--- src/rtl/wswe_pkg.sv ---
// ----------------------------------------------------------------------------
// wswe_pkg: shared constants for the wheel speed window estimator
// Field widths, fixed-point scale constants and parameter defaults.
// ----------------------------------------------------------------------------
package wswe_pkg;

   localparam int COUNT_W   = 32;  // free-running pulse counter
   localparam int TIME_W    = 24;  // elapsed time, microseconds
   localparam int ROLLOUT_W = 24;  // feet per pulse, Q8.16
   localparam int SPEED_W   = 16;  // speed, 1/256 mph
   localparam int DIST_W    = 48;  // distance, Q32.16 feet

   // speed = floor(P * R * SPD_NUM / (SPD_DEN * T))
   localparam int                   SPD_NUM_W = 18;
   localparam logic [SPD_NUM_W-1:0] SPD_NUM   = 18'd234375;
   localparam int                   SPD_DEN_W = 7;
   localparam logic [SPD_DEN_W-1:0] SPD_DEN   = 7'd88;

   localparam logic [DIST_W-1:0] DIST_MAX = {DIST_W{1'b1}};

   localparam int DEF_WINDOW_DEPTH = 8;
   // pulse sum (32 + log2 depth) times rollout times SPD_NUM
   localparam int DEF_ALU_WIDTH    = COUNT_W + $clog2(DEF_WINDOW_DEPTH)
                                     + ROLLOUT_W + SPD_NUM_W;

endpackage

--- src/rtl/wswe_alu.sv ---
// ----------------------------------------------------------------------------
// wswe_alu: shared add / subtract unit
// One wide adder used by the multiply, compare and divide steps of the estimator.
// ----------------------------------------------------------------------------
module wswe_alu #(
   parameter int WIDTH = wswe_pkg::DEF_ALU_WIDTH
) (
   input  logic [WIDTH-1:0] op_a,
   input  logic [WIDTH-1:0] op_b,
   input  logic             sub,
   output logic [WIDTH-1:0] result,
   output logic             a_ge_b
);

   logic [WIDTH:0] sum;

   // subtract as a + ~b + 1; carry out means no borrow
   assign sum    = {1'b0, op_a} + {1'b0, (sub ? ~op_b : op_b)} + {{WIDTH{1'b0}}, sub};
   assign result = sum[WIDTH-1:0];
   assign a_ge_b = sum[WIDTH];

endmodule

--- src/rtl/wheel_speed_window_estimator_core.sv ---
// ----------------------------------------------------------------------------
// wheel_speed_window_estimator_core: moving-window wheel speed and distance
// Keeps a ring of recent pulse/time samples and reports window speed in
// 1/256 mph and accumulated distance in Q32.16 feet for each sample word.
// ----------------------------------------------------------------------------
// Usage:
//   csr_*  : write the rollout (Q8.16 feet per pulse) while the block is idle;
//            csr_ready is always high.
//   req_*  : one sample word: counter value, elapsed microseconds and a
//            distance-take flag. req_ready is high only while idle.
//   rsp_*  : one result word per sample: speed and distance. The distance
//            includes this sample; a take request clears it afterwards.
// Sequence: a sample runs READ, DIST, a bit-serial multiply over the PSUM_W
//   pulse-sum bits (PSUM_W = 32 + log2(WINDOW_DEPTH)), a compare, a restoring
//   divide for 16 quotient bits and a load in DONE, all on the shared wide
//   adder in wswe_alu. The compare skips the divide when the window time is
//   zero or speed saturates. A new sample is taken only after the last one
//   has been loaded in DONE.
// Reset (synchronous): rollout, counters, sums, distance and ring position
//   go to zero; ring contents are only used once the ring has wrapped.
// Stall: a finished word sits in the output register; a new sample may be
//   taken meanwhile, and its result waits in DONE until the slot frees.
// ----------------------------------------------------------------------------
module wheel_speed_window_estimator_core #(
   parameter int WINDOW_DEPTH = wswe_pkg::DEF_WINDOW_DEPTH
) (
   input  logic                            clock,
   input  logic                            reset,

   input  logic                            csr_valid,
   output logic                            csr_ready,
   input  logic [wswe_pkg::ROLLOUT_W-1:0]  csr_rollout,

   input  logic                            req_valid,
   output logic                            req_ready,
   input  logic [wswe_pkg::COUNT_W-1:0]    req_counter_value,
   input  logic [wswe_pkg::TIME_W-1:0]     req_elapsed_us,
   input  logic                            req_take_distance,

   output logic                            rsp_valid,
   input  logic                            rsp_ready,
   output logic [wswe_pkg::SPEED_W-1:0]    rsp_speed,
   output logic [wswe_pkg::DIST_W-1:0]     rsp_distance
);

   import wswe_pkg::*;

   localparam int PTR_W  = $clog2(WINDOW_DEPTH);
   localparam int PSUM_W = COUNT_W + PTR_W;
   localparam int TSUM_W = TIME_W + PTR_W;
   localparam int RK_W   = ROLLOUT_W + SPD_NUM_W;
   localparam int N_W    = PSUM_W + RK_W;
   localparam int D_W    = TSUM_W + SPD_DEN_W;
   localparam int CNT_W  = $clog2(PSUM_W);
   localparam int MEM_W  = COUNT_W + TIME_W;
   localparam int PROD_W = COUNT_W + ROLLOUT_W;
   localparam int DSUM_W = PROD_W + 1;
   localparam logic [PTR_W-1:0] LAST_POS = PTR_W'(WINDOW_DEPTH - 1);

   typedef enum logic [6:0] {
      S_IDLE = 7'b0000001,
      S_READ = 7'b0000010,
      S_DIST = 7'b0000100,
      S_MUL  = 7'b0001000,
      S_CMP  = 7'b0010000,
      S_DIV  = 7'b0100000,
      S_DONE = 7'b1000000
   } state_type;

   state_type               state_ff, state_in;
   logic [ROLLOUT_W-1:0]    rollout_ff, rollout_in;
   logic [COUNT_W-1:0]      last_count_ff, last_count_in;
   logic [PTR_W-1:0]        pos_ff, pos_in;
   logic                    full_ff, full_in;
   logic [PSUM_W-1:0]       psum_ff, psum_in;
   logic [TSUM_W-1:0]       tsum_ff, tsum_in;
   logic [DIST_W-1:0]       dist_ff, dist_in;
   logic [COUNT_W-1:0]      delta_ff, delta_in;
   logic [TIME_W-1:0]       dt_ff, dt_in;
   logic                    take_ff, take_in;
   logic [PROD_W-1:0]       prod_ff, prod_in;
   logic [RK_W-1:0]         rk_ff, rk_in;
   logic [D_W-1:0]          d_ff, d_in;
   logic [N_W-1:0]          acc_ff, acc_in;
   logic [PSUM_W-1:0]       pmul_ff, pmul_in;
   logic [SPEED_W-1:0]      nlo_ff, nlo_in;
   logic [D_W-1:0]          rem_ff, rem_in;
   logic [SPEED_W-1:0]      q_ff, q_in;
   logic [CNT_W-1:0]        cnt_ff, cnt_in;
   logic                    rsp_valid_ff, rsp_valid_in;
   logic [SPEED_W-1:0]      rsp_speed_ff, rsp_speed_in;
   logic [DIST_W-1:0]       rsp_distance_ff, rsp_distance_in;

   logic [MEM_W-1:0]        ring_mem [WINDOW_DEPTH];
   logic [MEM_W-1:0]        rd_ff;

   logic                    req_accept;
   logic [N_W-1:0]          alu_a, alu_b, alu_y;
   logic                    alu_sub, alu_ge;
   logic [COUNT_W-1:0]      old_p;
   logic [TIME_W-1:0]       old_t;
   logic [DSUM_W-1:0]       dsum;

   assign csr_ready    = 1'b1;
   assign req_ready    = (state_ff == S_IDLE);
   assign req_accept   = req_valid && req_ready;
   assign rsp_valid    = rsp_valid_ff;
   assign rsp_speed    = rsp_speed_ff;
   assign rsp_distance = rsp_distance_ff;

   assign old_p = rd_ff[MEM_W-1:TIME_W];
   assign old_t = rd_ff[TIME_W-1:0];
   assign dsum  = DSUM_W'(dist_ff) + DSUM_W'(prod_ff);

   // Sample ring: read the slot being replaced on accept, write the new sample into it in READ.
   always_ff @(posedge clock) begin
      if (req_accept) begin
         rd_ff <= ring_mem[pos_ff];
      end
      if (state_ff == S_READ) begin
         ring_mem[pos_ff] <= {delta_ff, dt_ff};
      end
   end

   // Shared adder: multiply accumulate, saturation compare, divide step.
   always_comb begin
      alu_a   = '0;
      alu_b   = '0;
      alu_sub = 1'b0;
      case (state_ff)
         S_MUL: begin
            alu_a = {acc_ff[N_W-2:0], 1'b0};
            alu_b = pmul_ff[PSUM_W-1] ? N_W'(rk_ff) : '0;
         end
         S_CMP: begin
            // quotient fits 16 bits only if N / 2^16 < d
            alu_a   = N_W'(acc_ff[N_W-1:SPEED_W]);
            alu_b   = N_W'(d_ff);
            alu_sub = 1'b1;
         end
         S_DIV: begin
            alu_a   = N_W'({rem_ff, nlo_ff[SPEED_W-1]});
            alu_b   = N_W'(d_ff);
            alu_sub = 1'b1;
         end
         default: begin
            alu_sub = 1'b0;
         end
      endcase
   end

   wswe_alu #(
      .WIDTH (N_W)
   ) u_alu (
      .op_a   (alu_a),
      .op_b   (alu_b),
      .sub    (alu_sub),
      .result (alu_y),
      .a_ge_b (alu_ge)
   );

   // Sequencer
   always_comb begin
      state_in        = state_ff;
      rollout_in      = csr_valid ? csr_rollout : rollout_ff;
      last_count_in   = last_count_ff;
      pos_in          = pos_ff;
      full_in         = full_ff;
      psum_in         = psum_ff;
      tsum_in         = tsum_ff;
      dist_in         = dist_ff;
      delta_in        = delta_ff;
      dt_in           = dt_ff;
      take_in         = take_ff;
      prod_in         = prod_ff;
      rk_in           = rk_ff;
      d_in            = d_ff;
      acc_in          = acc_ff;
      pmul_in         = pmul_ff;
      nlo_in          = nlo_ff;
      rem_in          = rem_ff;
      q_in            = q_ff;
      cnt_in          = cnt_ff;
      rsp_valid_in    = rsp_valid_ff && !rsp_ready;
      rsp_speed_in    = rsp_speed_ff;
      rsp_distance_in = rsp_distance_ff;

      unique case (state_ff)
         S_IDLE: begin
            if (req_accept) begin
               delta_in      = req_counter_value - last_count_ff;
               last_count_in = req_counter_value;
               dt_in         = req_elapsed_us;
               take_in       = req_take_distance;
               state_in      = S_READ;
            end
         end
         S_READ: begin
            // drop the oldest sample once the ring has wrapped
            psum_in = psum_ff - (full_ff ? PSUM_W'(old_p) : '0) + PSUM_W'(delta_ff);
            tsum_in = tsum_ff - (full_ff ? TSUM_W'(old_t) : '0) + TSUM_W'(dt_ff);
            if (pos_ff == LAST_POS) begin
               pos_in  = '0;
               full_in = 1'b1;
            end else begin
               pos_in  = pos_ff + PTR_W'(1);
            end
            prod_in  = PROD_W'(delta_ff) * PROD_W'(rollout_ff);
            rk_in    = RK_W'(rollout_ff) * RK_W'(SPD_NUM);
            state_in = S_DIST;
         end
         S_DIST: begin
            dist_in  = (dsum[DSUM_W-1:DIST_W] != '0) ? DIST_MAX : dsum[DIST_W-1:0];
            d_in     = D_W'(tsum_ff) * D_W'(SPD_DEN);
            acc_in   = '0;
            pmul_in  = psum_ff;
            cnt_in   = CNT_W'(PSUM_W - 1);
            state_in = S_MUL;
         end
         S_MUL: begin
            // MSB-first shift-add of pulse sum times rollout*SPD_NUM
            acc_in  = alu_y;
            pmul_in = {pmul_ff[PSUM_W-2:0], 1'b0};
            cnt_in  = cnt_ff - CNT_W'(1);
            if (cnt_ff == '0) begin
               state_in = S_CMP;
            end
         end
         S_CMP: begin
            nlo_in = acc_ff[SPEED_W-1:0];
            rem_in = acc_ff[SPEED_W +: D_W];
            cnt_in = CNT_W'(SPEED_W - 1);
            q_in   = '0;
            if (tsum_ff == '0) begin
               state_in = S_DONE;
            end else if (alu_ge) begin
               q_in     = '1;
               state_in = S_DONE;
            end else begin
               state_in = S_DIV;
            end
         end
         S_DIV: begin
            rem_in = alu_ge ? alu_y[D_W-1:0] : alu_a[D_W-1:0];
            q_in   = {q_ff[SPEED_W-2:0], alu_ge};
            nlo_in = {nlo_ff[SPEED_W-2:0], 1'b0};
            cnt_in = cnt_ff - CNT_W'(1);
            if (cnt_ff == '0) begin
               state_in = S_DONE;
            end
         end
         S_DONE: begin
            // hold until the output register is free
            if (!rsp_valid_ff || rsp_ready) begin
               rsp_valid_in    = 1'b1;
               rsp_speed_in    = q_ff;
               rsp_distance_in = dist_ff;
               if (take_ff) begin
                  dist_in = '0;
               end
               state_in = S_IDLE;
            end
         end
         default: begin
            state_in = S_IDLE;
         end
      endcase
   end

   always_ff @(posedge clock) begin
      if (reset) begin
         state_ff      <= S_IDLE;
         rollout_ff    <= '0;
         last_count_ff <= '0;
         pos_ff        <= '0;
         full_ff       <= 1'b0;
         psum_ff       <= '0;
         tsum_ff       <= '0;
         dist_ff       <= '0;
         rsp_valid_ff  <= 1'b0;
      end else begin
         state_ff      <= state_in;
         rollout_ff    <= rollout_in;
         last_count_ff <= last_count_in;
         pos_ff        <= pos_in;
         full_ff       <= full_in;
         psum_ff       <= psum_in;
         tsum_ff       <= tsum_in;
         dist_ff       <= dist_in;
         rsp_valid_ff  <= rsp_valid_in;
      end
      delta_ff        <= delta_in;
      dt_ff           <= dt_in;
      take_ff         <= take_in;
      prod_ff         <= prod_in;
      rk_ff           <= rk_in;
      d_ff            <= d_in;
      acc_ff          <= acc_in;
      pmul_ff         <= pmul_in;
      nlo_ff          <= nlo_in;
      rem_ff          <= rem_in;
      q_ff            <= q_in;
      cnt_ff          <= cnt_in;
      rsp_speed_ff    <= rsp_speed_in;
      rsp_distance_ff <= rsp_distance_in;
   end

`ifndef SYNTHESIS
   // once the ring has wrapped it stays full until reset
   a_full_sticky: assert property (@(posedge clock) disable iff (reset)
      full_ff |=> full_ff)
      else $error("ring full flag dropped");

   // restoring divide keeps the partial remainder below the divisor
   a_rem_below_div: assert property (@(posedge clock) disable iff (reset)
      (state_ff == S_DIV) |-> (rem_ff < d_ff))
      else $error("divide remainder out of range");

   // zero window time gives zero speed and skips the divide
   a_zero_time: assert property (@(posedge clock) disable iff (reset)
      (state_ff == S_CMP && tsum_ff == '0) |=> (q_ff == '0 && state_ff == S_DONE))
      else $error("zero window time not reported as zero speed");
`endif

endmodule

--- config.mk ---
export PLATFORM = sky130hd
export DESIGN_NAME = wheel_speed_window_estimator_core
export DESIGN_NICKNAME = d
export VERILOG_FILES = /design/src/rtl/wswe_pkg.sv /design/src/rtl/wswe_alu.sv /design/src/rtl/wheel_speed_window_estimator_core.sv
export SDC_FILE = /design/constraint.sdc
export NUM_CORES = 2
export LEC_CHECK = 0
export BUFFER_PORTS_ARGS = -buffer_cell sky130_fd_sc_hd__buf_2
export CELL_PAD_IN_SITES_DETAIL_PLACEMENT = 1
export CELL_PAD_IN_SITES_GLOBAL_PLACEMENT = 2
export CORE_MARGIN = 10
export CORE_UTILIZATION = 39
export DETAILED_ROUTE_END_ITERATION = 8
export PLACE_DENSITY_LB_ADDON = 0.1
export SLEW_MARGIN = 20
export SYNTH_ARGS = -nofsm -noshare
export SYNTH_HDL_FRONTEND = slang
export SYNTH_HIERARCHICAL = 1
export SYNTH_SLANG_ARGS = --single-unit
--- constraint.sdc ---
create_clock -name clock -period 7.32 [get_ports clock]
set_input_delay 2.196 -clock clock [delete_from_list [all_inputs] [get_ports clock]]
set_output_delay 2.196 -clock clock [all_outputs]
set_load 0.01 [all_outputs]
==> flow_summary.json <==
{
  "cpPeakStageDelay_ps": 560,
  "die_width_um": 498.3,
  "wl_met1_mm": 130.9,
  "synth_cell_types": 93,
  "sw_frac_of_total_pct": 40.27,
  "track_usage_pct": 23.02,
  "min-delay-path-class": "reg2reg",
  "grt_pass1_wl_mm": 441.3,
  "htree_levels": 4,
  "cts_buffer_depth": 3,
  "outcome": "finished, final reports clean",
  "drtPass1Iterations": 8,
  "clock_skew_ps": 87.16,
  "drc": 0,
  "top_layer": "met4",
  "grt_pass1_vias": 69850,
  "clock-root-buffer": "clkbuf_16",
  "wl_mm": 291.0,
  "reg2reg_from": "rollout_ff[2]$_SDFFE_PP0P_",
  "die_h_um": 498.3,
  "reg2reg_slack_ps": 180,
  "crit_path_start": "rollout_ff[2]$_SDFFE_PP0P_",
  "seqPwrFrac_pct": 23.4,
  "period_share_pct": 97.57,
  "layout_setup_ws_ps": 178.0,
  "netlist.area_leader.share_pct": 31.57,
  "worstSetupPathType": "reg2reg",
  "p_total_mw": 33.61,
  "ys.flop_type": "edfxtp_1",
  "leakage_nw": 45.38,
  "drtAntennaViolNets": 0,
  "yosys.area.top_type": "edfxtp_1",
  "finalHoldViolCount": 0,
  "peakVddDrop_mv": 0.5930,
  "fin_crit_ps": 7142,
  "netlist_area_um2": 89230,
  "tns_ps": 0,
  "final_area_um2": 102100,
  "cell_internal_pwr_mw": 20.07,
  "slew_violations": 0,
  "rsz0062_at_grt": "yes",
  "pre_cts_ws_ps": -327.6,
  "antenna_found_initial": 9,
  "cp_data_required_time_ps": 7980,
  "yosys_warnings": 6,
  "synth-edff-count": 938,
  "clk-insertion-delay-late_ps": 840,
  "area_growth_pct": 14.38,
  "num_rows": 175,
  "dpl.hpwl_mm": 222.6,
  "grt_overflow_total": 0,
  "placed_area_um2": 96290,
  "p_switching_mw": 13.54,
  "core-area_um2": 227500,
  "instances_no_fill": 12100,
  "dieArea_um2": 248300,
  "start_util_pct": 39.22,
  "clock.fmax_ghz": 0.1400,
  "io_buffers": 151,
  "routed-wl-met2_mm": 141.1,
  "p_per_area_nw_per_um2": 329.3,
  "synth.yosys.seq_area_share_pct": 35.56,
  "vias": 64190,
  "hold_path.startpoint": "q_ff[15]$_DFFE_PN_",
  "cts_tree": "done",
  "pwr-share-clk_pct": 21.3,
  "critPathSlowestCell": "fa_1",
  "relSlewSlack_pct": 24.81,
  "wl_per_cell_um": 24.05,
  "regToRegEndpoint": "prod_ff[53]$_DFFE_PP_",
  "crit_path_start_kind": "register",
  "viasPerCell": 5.305,
  "ys_ff_latch": 1116,
  "place_inst": 11810,
  "gp_congestion": 0.8637,
  "arrival_ps": 7800,
  "ys_top_cells_by_count": "inv_1 (1344), edfxtp_1 (938), fa_1 (879)",
  "avgSynthCellArea_um2": 10.38,
  "final_nets": 10600,
  "drive_above_1_share_pct": 11.06,
  "yosysMostFrequentCell": "inv_1",
  "end_kind": "register",
  "async_flop_share_pct": 0,
  "cts_made_buffers": 136,
  "p_comb_share_pct": 55.3,
  "clk_pin_slew_ps": 60,
  "critPathMaxFanout": 5,
  "route.met3.wl_mm": 9.629,
  "synthTopCellsByArea": "edfxtp_1 (32%), fa_1 (20%), ha_1 (9.2%)",
  "crit_end": "prod_ff[53]$_DFFE_PP_",
  "worst_pin_slew_ps": 1126,
  "ff2ff_path_depth": 26,
  "postSynthCellCount": 8596,
  "crit_top_cell": "fa_1",
  "grt_max_degree": 166,
  "drt_iter0_markers": 3927,
  "io_pins": 153,
  "finalSetupViolCount": 0,
  "cap_violations": 0,
  "cts_sinks": 1116
}
timing repair:
item                       in CTS  in global routing
pin swaps                       8                 82
resized for setup              20                129
setup endpoints to repair      13                 18
hold buffers                    0                  0
cloned                          0                  8
setup buffers                   2                 27
how the worst min path moves through the flow:
stage,endpoint,cells past startpoint
after global placement,rsp_speed[15]$_DFFE_PP_,0
after global routing,rsp_speed[15]$_DFFE_PP_,0
after floorplan,rsp_speed[15]$_DFFE_PP_,0
after detailed placement,rsp_speed[15]$_DFFE_PP_,0
after CTS,rsp_speed[15]$_DFFE_PP_,0
final,rsp_speed[15]$_DFFE_PP_,0
worst max-delay path: cells and delay by family (launching register included):
| kind | cells | cell delay, ps |
|---|---|---|
| buf+inv | 8 | 880 |
| simple gates | 3 | 630 |
| compound gates | 7 | 1140 |
| fa+ha+maj | 8 | 3840 |
| flops | 1 | 470 |
cells by family after synthesis:
logic type / share of synthesized area [%]
compound gates: 12.18
flops: 35.56
mux: 0.4095
simple gates: 12.08
other cells: 0.008417
xor+xnor: 3.534
buf+inv: 7.326
fa+ha+maj: 28.89
stage by stage:
step / hold WS (ps) / util [%]
6_report: 398.7 / 44.86
4_1_cts: 397.6 / 44.46
3_3_place_gp: 405.1 / 42.33
2_1_floorplan: 400.3 / -
5_1_grt: 413.2 / 44.86
3_5_place_dp: 405.7 / 42.33
layer usage:
layer | track usage (%) | vias up
met5 | 0 | -
met4 | 6.891 | 0
met3 | 2.373 | 339
met2 | 39.38 | 1114
met1 | 30.82 | 33010
li1 | - | 29730
cell type report:
type,count,area (um^2)
fillers,24850,125400
multi-input cells,5781,51640
flip-flops and latches,1116,31780
inverters,1348,5090
repair buffers,595,5010
well taps,3009,3765
clock buffers,160,3513
clock inverters,88,1246
diodes,4,10.01
state kept, by name, indices dropped and copies added, names as in the netlist, 35 cells and up:
signal        flops
dist_ff          48
ring_mem        448
pmul_ff          35
acc_ff           77
rsp_distance     48
rd_ff            56
prod_ff          56
rk_ff            42
psum_ff          35
power groups by stage:
| stage | Combinational (mW) | Sequential [mW] | Clock, mW |
|---|---|---|---|
| 2_1_floorplan | 10.8 | 7.96 | 0 |
| 3_3_place_gp | 17.3 | 7.98 | 0 |
| 3_5_place_dp | 17.5 | 7.99 | 0 |
| 4_1_cts | 17.8 | 7.86 | 7.35 |
| 5_1_grt | 20.9 | 7.87 | 7.60 |
| 6_report | 18.6 | 7.86 | 7.15 |
layout by cell type, fill, tap and decap left out, types with 42 or more instances in the layout:
cell and n:
o21a_1 46, buf_12 54, and2_1 472, clkbuf_16 144, nand3_1 62, inv_1 1329
nor2_1 370, a221o_1 50, fa_1 861, o21ai_0 228, nand4_1 126, dfxtp_1 155
xnor2_1 190, a21oi_1 409, a21o_1 180, nor2b_1 42, xor2_1 170, nand2_1 828
ha_1 643, a22oi_1 227, nor3_1 66, buf_2 150, buf_4 361, a22o_1 61
o21bai_1 61, edfxtp_1 938, and3_1 43
No activity file was read; power rests on OpenSTA's default activity.
